File: config.mk
export PLATFORM = sky130hd
export DESIGN_NAME = debug_run_control_breakpoints
export DESIGN_NICKNAME = d
export VERILOG_FILES = /design/src/rtl/core/drcb_pkg.sv /design/src/rtl/core/debug_run_control_breakpoints.sv
export VERILOG_INCLUDE_DIRS = /design/src /design/src/rtl/core
export SDC_FILE = /design/constraint.sdc
export NUM_CORES = 1
export LEC_CHECK = 0
export BUFFER_PORTS_ARGS = -buffer_cell sky130_fd_sc_hd__buf_2
export CAP_MARGIN = 40
export CORE_MARGIN = 1
export CORE_UTILIZATION = 55
export CTS_BUF_LIST = sky130_fd_sc_hd__clkbuf_4
export CTS_CLUSTER_SIZE = 30
export DETAILED_ROUTE_END_ITERATION = 16
export PLACE_DENSITY_LB_ADDON = 0.2
export SYNTH_ARGS = -nofsm -noshare
export SYNTH_HDL_FRONTEND = slang
export SYNTH_SLANG_ARGS = --single-unit
File: constraint.sdc
create_clock -name clk -period 9.05 [get_ports clk]
set_clock_uncertainty 0.05 [all_clocks]
set_input_delay 1.81 -clock clk [delete_from_list [all_inputs] [get_ports clk]]
set_output_delay 1.81 -clock clk [all_outputs]
set_load 0.01 [all_outputs]
File: src/rtl/core/debug_run_control_breakpoints_defines.svh
// Assertion macros for the debug run-control block.
`ifndef DEBUG_RUN_CONTROL_BREAKPOINTS_DEFINES_SVH
`define DEBUG_RUN_CONTROL_BREAKPOINTS_DEFINES_SVH

// Checked at every edge, reset included.
`define DRCB_ASSERT_ALWAYS(label, prop, msg) \
  label: assert property (@(posedge clk) prop) else $error(msg);

// Checked only outside reset.
`define DRCB_ASSERT_RUN(label, prop, msg) \
  label: assert property (@(posedge clk) disable iff (rst) prop) else $error(msg);

`endif

File: src/rtl/core/drcb_pkg.sv
// Types and constants shared by the debug run-control block.
package drcb_pkg;

  localparam int BREAKPOINT_SLOTS_DEF = 16;
  localparam int LINE_BITS_DEF        = 16;
  localparam int FIELD_LINE_BITS      = 16;

  typedef enum logic [2:0] {
    OP_CHECK  = 3'd0,
    OP_START  = 3'd1,
    OP_STEP   = 3'd2,
    OP_PAUSE  = 3'd3,
    OP_RESUME = 3'd4,
    OP_STOP   = 3'd5,
    OP_CLEAR  = 3'd6,
    OP_TOGGLE = 3'd7
  } op_t;

  typedef enum logic [1:0] {
    DEC_PROCEED = 2'd0,
    DEC_WAIT    = 2'd1,
    DEC_STOPPED = 2'd2,
    DEC_COMMAND = 2'd3
  } decision_t;

  typedef enum logic [1:0] {
    TGL_ADDED   = 2'd0,
    TGL_REMOVED = 2'd1,
    TGL_FULL    = 2'd2,
    TGL_NONE    = 2'd3
  } toggle_t;

  // Run mode, one-hot.
  typedef enum logic [3:0] {
    MODE_RUN   = 4'b0001,
    MODE_STEP  = 4'b0010,
    MODE_PAUSE = 4'b0100,
    MODE_STOP  = 4'b1000
  } mode_t;

  typedef struct packed {
    op_t                        operation;
    logic [FIELD_LINE_BITS-1:0] line_number;
  } req_t;

  typedef struct packed {
    decision_t                  decision;
    logic                       pause_notice;
    logic                       stop_notice;
    logic [FIELD_LINE_BITS-1:0] notice_line;
    toggle_t                    toggle_outcome;
  } rsp_t;

endpackage

File: src/rtl/core/debug_run_control_breakpoints.sv
// Debug run-control unit: line checks, run commands and a breakpoint table.
//
//   channel | dir | handshake            | payload
//   --------+-----+----------------------+-----------------------------------
//   req     | in  | req_valid/req_stall  | req_data : operation, line_number
//   rsp     | out | rsp_valid/rsp_stall  | rsp_data : decision, notices, toggle
//   cfg     | in  | cfg_valid/cfg_ready  | cfg_data : notifier_attached
//
// One request per cycle sustained while the response is not stalled; each request
// passes the input register, then the response register, from accept to response.
// The table compare and the lowest-free-slot pick run combinationally
// between the two registers; run state updates as a request leaves the
// input register.
// Reset sets mode to run and sets step_consumed, and clears the other flags and
// all breakpoint valid bits; no clearing pass. cfg_ready is always high.
// A stalled response holds the input register; req_stall rises only then.
`include "debug_run_control_breakpoints_defines.svh"

module debug_run_control_breakpoints #(
  parameter int BREAKPOINT_SLOTS = drcb_pkg::BREAKPOINT_SLOTS_DEF,
  parameter int LINE_BITS        = drcb_pkg::LINE_BITS_DEF
) (
  input  logic           clk,
  input  logic           rst,
  input  logic           req_valid,
  output logic           req_stall,
  input  drcb_pkg::req_t req_data,
  output logic           rsp_valid,
  input  logic           rsp_stall,
  output drcb_pkg::rsp_t rsp_data,
  input  logic           cfg_valid,
  output logic           cfg_ready,
  input  logic           cfg_data
);

  // Input register
  logic           in_valid;
  drcb_pkg::req_t in_req;

  // Run-control state
  drcb_pkg::mode_t mode, mode_next;
  logic            step_consumed, step_consumed_next;
  logic            wait_noticed, wait_noticed_next;
  logic            notifier_attached;

  // Breakpoint table: valid bits reset, lines are payload only
  logic [BREAKPOINT_SLOTS-1:0] bp_valid, bp_valid_next;
  logic [LINE_BITS-1:0]        bp_line [BREAKPOINT_SLOTS];

  logic                        advance;
  logic                        accept;
  logic [LINE_BITS-1:0]        line_key;
  logic [BREAKPOINT_SLOTS-1:0] slot_hit;
  logic [BREAKPOINT_SLOTS-1:0] free_slots;
  logic [BREAKPOINT_SLOTS-1:0] free_lowest;
  logic                        hit;
  logic                        do_add;
  drcb_pkg::rsp_t              rsp_next;

  assign cfg_ready = 1'b1;

  // The input register drains whenever the response register is free or emptying.
  assign advance   = in_valid && (!rsp_valid || !rsp_stall);
  assign req_stall = in_valid && !advance;
  assign accept    = req_valid && !req_stall;

  always_ff @(posedge clk) begin
    if (rst) begin
      in_valid <= 1'b0;
    end else begin
      in_valid <= accept || (in_valid && !advance);
    end
    if (accept) begin
      in_req <= req_data;
    end
  end

  // Line taken in its low LINE_BITS bits
  assign line_key = LINE_BITS'(in_req.line_number);

  // Parallel compare against every slot
  always_comb begin
    for (int k = 0; k < BREAKPOINT_SLOTS; k++) begin
      slot_hit[k] = bp_valid[k] && (bp_line[k] == line_key);
    end
  end

  assign hit         = |slot_hit;
  assign free_slots  = ~bp_valid;
  assign free_lowest = free_slots & (~free_slots + BREAKPOINT_SLOTS'(1));

  always_comb begin
    mode_next          = mode;
    step_consumed_next = step_consumed;
    wait_noticed_next  = wait_noticed;
    bp_valid_next      = bp_valid;
    do_add             = 1'b0;
    rsp_next           = '{decision:       drcb_pkg::DEC_COMMAND,
                           pause_notice:   1'b0,
                           stop_notice:    1'b0,
                           notice_line:    '0,
                           toggle_outcome: drcb_pkg::TGL_NONE};

    unique case (in_req.operation)
      drcb_pkg::OP_CHECK: begin
        if (mode == drcb_pkg::MODE_STOP) begin
          rsp_next.decision = drcb_pkg::DEC_STOPPED;
        end else if ((mode == drcb_pkg::MODE_RUN || mode == drcb_pkg::MODE_STEP)
                     && !step_consumed) begin
          // pending step: go without looking at the table
          step_consumed_next = 1'b1;
          rsp_next.decision  = drcb_pkg::DEC_PROCEED;
        end else if (mode == drcb_pkg::MODE_RUN && !hit) begin
          rsp_next.decision = drcb_pkg::DEC_PROCEED;
        end else begin
          rsp_next.decision = drcb_pkg::DEC_WAIT;
        end

        if (rsp_next.decision == drcb_pkg::DEC_STOPPED) begin
          wait_noticed_next = 1'b0;
          if (notifier_attached) begin
            rsp_next.stop_notice = 1'b1;
            rsp_next.notice_line = drcb_pkg::FIELD_LINE_BITS'(line_key);
          end
        end else if (rsp_next.decision == drcb_pkg::DEC_WAIT) begin
          // only the first wait of an episode is announced
          if (!wait_noticed) begin
            wait_noticed_next = 1'b1;
            if (notifier_attached) begin
              rsp_next.pause_notice = 1'b1;
              rsp_next.notice_line  = drcb_pkg::FIELD_LINE_BITS'(line_key);
            end
          end
        end else begin
          wait_noticed_next = 1'b0;
        end
      end
      drcb_pkg::OP_START: begin
        mode_next          = drcb_pkg::MODE_RUN;
        step_consumed_next = 1'b1;
      end
      drcb_pkg::OP_STEP: begin
        mode_next          = drcb_pkg::MODE_STEP;
        step_consumed_next = 1'b0;
      end
      drcb_pkg::OP_PAUSE: begin
        mode_next = drcb_pkg::MODE_PAUSE;
      end
      drcb_pkg::OP_RESUME: begin
        mode_next          = drcb_pkg::MODE_RUN;
        step_consumed_next = 1'b0;
      end
      drcb_pkg::OP_STOP: begin
        mode_next = drcb_pkg::MODE_STOP;
      end
      drcb_pkg::OP_CLEAR: begin
        bp_valid_next = '0;
      end
      drcb_pkg::OP_TOGGLE: begin
        if (hit) begin
          // a line sits in at most one slot
          bp_valid_next           = bp_valid & ~slot_hit;
          rsp_next.toggle_outcome = drcb_pkg::TGL_REMOVED;
        end else if (|free_slots) begin
          bp_valid_next           = bp_valid | free_lowest;
          do_add                  = 1'b1;
          rsp_next.toggle_outcome = drcb_pkg::TGL_ADDED;
        end else begin
          rsp_next.toggle_outcome = drcb_pkg::TGL_FULL;
        end
      end
      default: begin
        rsp_next.decision = drcb_pkg::DEC_COMMAND;
      end
    endcase
  end

  // State and response register
  always_ff @(posedge clk) begin
    if (rst) begin
      mode              <= drcb_pkg::MODE_RUN;
      step_consumed     <= 1'b1;
      wait_noticed      <= 1'b0;
      bp_valid          <= '0;
      notifier_attached <= 1'b0;
      rsp_valid         <= 1'b0;
    end else begin
      if (cfg_valid && cfg_ready) begin
        notifier_attached <= cfg_data;
      end
      if (advance) begin
        mode          <= mode_next;
        step_consumed <= step_consumed_next;
        wait_noticed  <= wait_noticed_next;
        bp_valid      <= bp_valid_next;
        rsp_valid     <= 1'b1;
      end else if (!rsp_stall) begin
        rsp_valid <= 1'b0;
      end
    end
    if (advance) begin
      rsp_data <= rsp_next;
    end
  end

  always_ff @(posedge clk) begin
    for (int k = 0; k < BREAKPOINT_SLOTS; k++) begin
      if (advance && do_add && free_lowest[k]) begin
        bp_line[k] <= line_key;
      end
    end
  end

  // Checks
  `DRCB_ASSERT_ALWAYS(a_reset_empties_table, rst |=> (bp_valid == '0), "table not empty after reset")
  `DRCB_ASSERT_RUN(a_pause_notice_wait, (rsp_valid && rsp_data.pause_notice) |-> (rsp_data.decision == drcb_pkg::DEC_WAIT && !rsp_data.stop_notice), "pause notice without wait")
  `DRCB_ASSERT_RUN(a_add_grows_table, (advance && do_add) |=> ($countones(bp_valid) == $countones($past(bp_valid)) + 1), "toggle add did not fill one slot")
  `DRCB_ASSERT_RUN(a_toggle_only_on_toggle, (rsp_valid && rsp_data.decision != drcb_pkg::DEC_COMMAND) |-> (rsp_data.toggle_outcome == drcb_pkg::TGL_NONE), "toggle outcome on a check")

endmodule

* Yosys cells after proc, flatten, opt, wreduce, memory -nomap -nowiden
Memories as Yosys holds them, arrays and structs flattened.
Index checks and enable logic that the tools add are counted.
W data, S select, Z words.
** Word-level totals
- Input port bits :: 25
- Memories kept :: 1
- Register bits after elaboration :: 66
- Memory bits (writable) :: 256
** Operators by class
- $add $sub $neg :: 1
- Bitwise gates (word level) :: 9
- Reductions and logical operators :: 77
- Muxes and demuxes :: 103
- Equal/unequal tests :: 32
** Memories
- bp_line :: words 16, bits a word 16, read ports 16, clocked after Yosys merged registers in 0, wr ports 1, line debug_run_control_breakpoints.sv:48 : logic [LINE_BITS-1:0] bp_line [BREAKPOINT_SLOTS];
** Operators by type and width (count)
- $mux W16 :: 21
- $reduce_or A16 Y1 :: 17
- $eq A16 B16 Y1 :: 16
- $mux W4 :: 15
- $mux W1 :: 59
- $not A16 Y16 :: 3
- $logic_and A1 B1 Y1 :: 38
- $and A16 B16 Y16 :: 2
- $pmux W16 S2 :: 1
- $mux W17 :: 1
- $reduce_or A17 Y1 :: 1
- $add A16 B1 Y16 const B :: 1
- $or A16 B16 Y16 :: 1
- $pmux W4 S4 :: 1
- $eq A3 B3 Y1 const B :: 4
- $mux W2 :: 4
- $eq A3 B2 Y1 const B :: 2
- $logic_not A1 Y1 :: 6
- $reduce_and A2 Y1 :: 3
- $eq A4 B1 Y1 const B :: 1
- $eq A4 B2 Y1 const B :: 1
- $eq A4 B4 Y1 const B :: 1
- $ne A2 B2 Y1 const B :: 2
- $reduce_and A4 Y1 :: 1
- 15 further kinds :: 20

* Longest topological paths before layout
An unclocked memory read counts as a cell.
- Word-level depth :: 26
- Mapped depth :: 11

* Least setup slack after synthesis
OpenSTA, ideal clock, no wires.
- Kind :: input to register
- Start :: in rsp_stall
- End :: mem bp_line[1][100] (netlist bit), enable pin
- Stages on the path :: 6
- Arrival :: 4.723 ns
- Path slack :: 3.841 ns
- Required time :: 8.564 ns
- Cells stage by stage :: nand2_1 -> nand2_1 -> inv_1 -> nand3_1 -> clkbuf_4 -> nor4b_1
** On the way
- Cells in the longest elaborated chain, start to end :: 23
** Ends and longest elaborated chain
- from (decl) :: line debug_run_control_breakpoints.sv:29 : input logic rsp_stall,
- $logic_not A1 Y1 *
- $logic_or A1 B1 Y1 * :: line debug_run_control_breakpoints.sv:63 : assign advance = in_valid && (!rsp_valid || !rsp_stall);
- $logic_and A1 B1 Y1 * :: line debug_run_control_breakpoints.sv:63
- net advance :: line debug_run_control_breakpoints.sv:50 : logic advance;
- $logic_and A1 B1 Y1 * :: line debug_run_control_breakpoints.sv:208 : if (advance && do_add && free_lowest[k]) begin
- $logic_and A1 B1 Y1 :: line debug_run_control_breakpoints.sv:208
- $mux W1 :: line debug_run_control_breakpoints.sv:208
- $mux W1 (implied by the code) :: line debug_run_control_breakpoints.sv:209 : bp_line[k] <= line_key;
- $reduce_or A16 Y1 (no source line)
- $mux W4 (no source line) or $mux W1 (tied branches) (15 in series)
- to (decl) :: line debug_run_control_breakpoints.sv:48
Mark *: on every way through the listed nets, which the timed path passes. The rest lies on a longest branch.

* Worst setup path after layout
- Start :: reg in_req, in the netlist line_key[10]
- End :: mem bp_line[0][14] (netlist bit), enable pin
** On the way
- Cells in the longest elaborated chain, start to end :: 25
** Ends and longest elaborated chain
- from (decl) :: line debug_run_control_breakpoints.sv:38 : drcb_pkg::req_t in_req;
- from (signal assigned) :: line debug_run_control_breakpoints.sv:74 : in_req <= req_data;
- $eq A16 B16 Y1 :: line debug_run_control_breakpoints.sv:84 : slot_hit[k] = bp_valid[k] && (bp_line[k] == line_key);
- $logic_and A1 B1 Y1 :: line debug_run_control_breakpoints.sv:84
- $reduce_or A16 Y1 * :: line debug_run_control_breakpoints.sv:88 : assign hit = |slot_hit;
- $mux W1 * :: line debug_run_control_breakpoints.sv:160 : if (hit) begin
- $mux W1 * :: line debug_run_control_breakpoints.sv:104 : unique case (in_req.operation)
- $logic_and A1 B1 Y1 * :: line debug_run_control_breakpoints.sv:208
- $logic_and A1 B1 Y1 :: line debug_run_control_breakpoints.sv:208
- $mux W1 :: line debug_run_control_breakpoints.sv:208
- $mux W1 (implied by the code) :: line debug_run_control_breakpoints.sv:209
- $reduce_or A16 Y1 (no source line)
- $mux W4 (no source line) or $mux W1 (tied branches) (15 in series)
Every way passes the cells marked *; elsewhere a longest branch is shown, timed or not.

==> results.toml <==
[timing]
rsz0062_at_grt = "no"
fmax_mhz = 218
slew_violations = 0
slew_headroom_pct = 42.7
fin_crit_sh_pct = 50.8
worst_pin_slew_ns = 0.853
min_period_ns = 4.59
setup_violations = 0
setup_tns_ns = 0
setup_ws_ns = 4.46
timing.hold.ws_ns = 0.438
hold_viol = 0

[pwr]
pwr-share-seq_pct = 55.7
combPwrFrac_pct = 5.2
switching_power_mw = 0.652
clockPowerShare_pct = 39.1
ir_drop_uv = 141
p_int_mw = 2.30
swShare_pct = 22.1
p_per_area_nw_per_um2 = 191
p_total_mw = 2.96
power_leakage_nw = 4.80

[critical_path]
crit_required_ns = 9.37
r2r-end = "bp_line[0][14]$_DFFE_PP_"
crit_path_max_incr_delay_ns = 0.81
endpoint_kind = "flop"
crit_type = "flop to flop"
cpMaxStageDelayCell = "edfxtp_1"
crit_chain = "buf_4 -> xnor2_1 -> nand4_1 -> nor4_1 -> a22oi_1 -> nand4_4 -> nor2_4 -> nand4_4 -> nor2_1 -> buf_4"
rr_worst_depth = 10
worstSetupStartpointType = "flop"
worst-path-buf-inv = 2
worst_ep_arrival_time_ns = 4.92
critPathTopFamily = "simple AND/OR/NAND/NOR gates"
rr_startpoint = "line_key[10]$_DFFE_PP_"
r2r_slack_ns = 4.46
crit_fanout = 21

[hold_path]
holdPathStages = 2
min_to = "wait_noticed$_SDFFE_PP0P_"
worstHoldStart = "wait_noticed$_SDFFE_PP0P_"
min_path_type = "flop to flop"

[logic_synthesis]
synth_fa_ha_area_share_pct = 0
yosysSeqAreaShare_pct = 66.7
synth-simple-area-share_pct = 9.35
synth_compound_area_share_pct = 3.28
synth_top_family_by_area = "XOR/XNOR gates"
async_reset_ff_share_pct = 0
synth_cells = 910
syn_area_um2 = 14100
yosysMostFrequentCell = "edfxtp_1"
avgSynthCellArea_um2 = 15.5
synth_xor_area_share_pct = 15.9
synth_nets = 935
synthMuxAreaShare_pct = 0.0709
synthTopCellsByArea = "edfxtp_1, xnor2_1, dfxtp_1, nand4_1, buf_12"
synth_largest_area_cell = "edfxtp_1"
ys_ff_latch = 322
synth_ff_type = "edfxtp_1"
yosys-top-cells-count = "edfxtp_1, xnor2_1, nand4_1"
synth_edf_count = 297
yosysTopAreaCellShare_pct = 63.2
synth_warnings = 0
yosysUniqueCellTypes = 59

[route]
first_pass_iters = 5
vias = 7799
first_iter_violations = 581
drt_wl_total_mm = 27.6
ant_nets = 0
routed_via_density = 5.52
post_drt_wl_per_cell_um = 19.6
remaining_drc_errors = 0

[clock_tree]
cts.repair.resized = 0
cts_setup_buffers = 0
insertion_delay_ns = 0.70
clockBufferDepth = 3
root_buffer = "clkbuf_4"
cts_tree = "built"
cts_buffers = 81
cts_hold_buf = 0
htreeDepth = 3
cts_sinks = 322
path_clk_slew_ns = 0.06

[floorplan]
dieArea_um2 = 26300
fp.dieW_um = 162
initial_core_util_pct = 56.0
num_rows = 58
core-area_um2 = 25200
io_pins = 50
die_h_um = 162

[grt]
antenna_found_initial = 1
grt_pass1_wl_mm = 43.2
grt_usage_pct = 22.1
grt_max_degree = 34
grt_overflow = 0
grt_pass1_vias = 7679

[final_layout]
area_growth_pct = 9.88
n_fill_cell = 1986
final_core_util_pct = 61.6
fin_nets = 1054
drive_above_1_share_pct = 22.0
final_cell_area_um2 = 15500
final_cells = 1413

[placed_design]
numPortBuffers = 48
hpwl_mm = 16.1
place_area_um2 = 14500
dp_cells = 1275
dp_slack_ns = 4.02
place.gp.congestion = 0.848

[run_status]
status = "finished clean"

[job]
cap_violations = 0
## power by group through the flow
| stage | clock network [mW] | registers [mW] | logic [mW] |
|---|---|---|---|
| finish | 1.16 | 1.65 | 0.153 |
| CTS | 1.19 | 1.65 | 0.156 |
| floorplan | 0 | 1.68 | 0.121 |
| global placement | 0 | 1.68 | 0.150 |
| detailed placement | 0 | 1.68 | 0.155 |
| global route | 1.26 | 1.65 | 0.168 |
## worst max path at each step
stage,from,slack [ns],depth (start not counted),end
2_1_floorplan,rsp_stall,3.84,6,bp_line[1][100]$_DFFE_PP_
4_1_cts,line_key[9]$_DFFE_PP_,4.38,10,bp_line[0][14]$_DFFE_PP_
3_3_place_gp,rsp_stall,4.01,6,bp_line[0][7]$_DFFE_PP_
5_1_grt,line_key[10]$_DFFE_PP_,4.13,10,bp_line[0][0]$_DFFE_PP_
3_5_place_dp,rsp_stall,4.02,7,bp_line[0][14]$_DFFE_PP_
6_report,line_key[10]$_DFFE_PP_,4.46,10,bp_line[0][14]$_DFFE_PP_
## logic make-up after synthesis
family,count (synthesis)
simple gates,209
compound gates,66
xor+xnor,256
buf+inv,55
other cells,1
flops,322
mux,1
## layer usage
metal	vias up	routed length, µm	GRT usage [%]
li1	3666	-	-
met1	3805	12300	30.0
met2	268	13200	35.0
met3	60	1480	4.44
met4	0	679	8.96
met5	-	0	0
## layout by cell type (no fill, tap or decap), types with 10 or more instances in the layout
master / count
dfxtp_1: 25
nor4_2: 10
clkinv_1: 15
nand4_1: 67
nor2_1: 17
o21ai_0: 11
buf_4: 25
clkbuf_4: 115
nand2_1: 29
and2_1: 15
xnor2_1: 256
buf_2: 48
a21oi_1: 13
a22oi_1: 10
nor4_1: 10
edfxtp_1: 297
## final cells by class
cell class | instances | area [µm²] | share of cell area [%]
multi-input combinational | 533 | 4110 | 26.5
antenna | 1 | 2.50 | 0.0161
clock inverter | 21 | 110 | 0.710
clock buffer | 115 | 863 | 5.57
inverter | 8 | 30.0 | 0.194
sequential | 322 | 9420 | 60.7
timing repair buffer | 83 | 561 | 3.62
tap | 330 | 413 | 2.66
## worst min-delay path, delay by kind of cell, from the launching register on
kind           cells  cell delay [ns]
AO/OA/AOI/OAI      2             0.14
flip-flops         1             0.30
## registers in the layout, summed over array words and instances (netlist names), 3 cells and up
| name | cells |
|---|---|
| mode | 4 |
| bp_valid | 16 |
| line_key | 16 |
| bp_line | 256 |
| in_req | 3 |
| rsp_data | 22 |
Note: power is estimated with default switching activity, not from simulation.
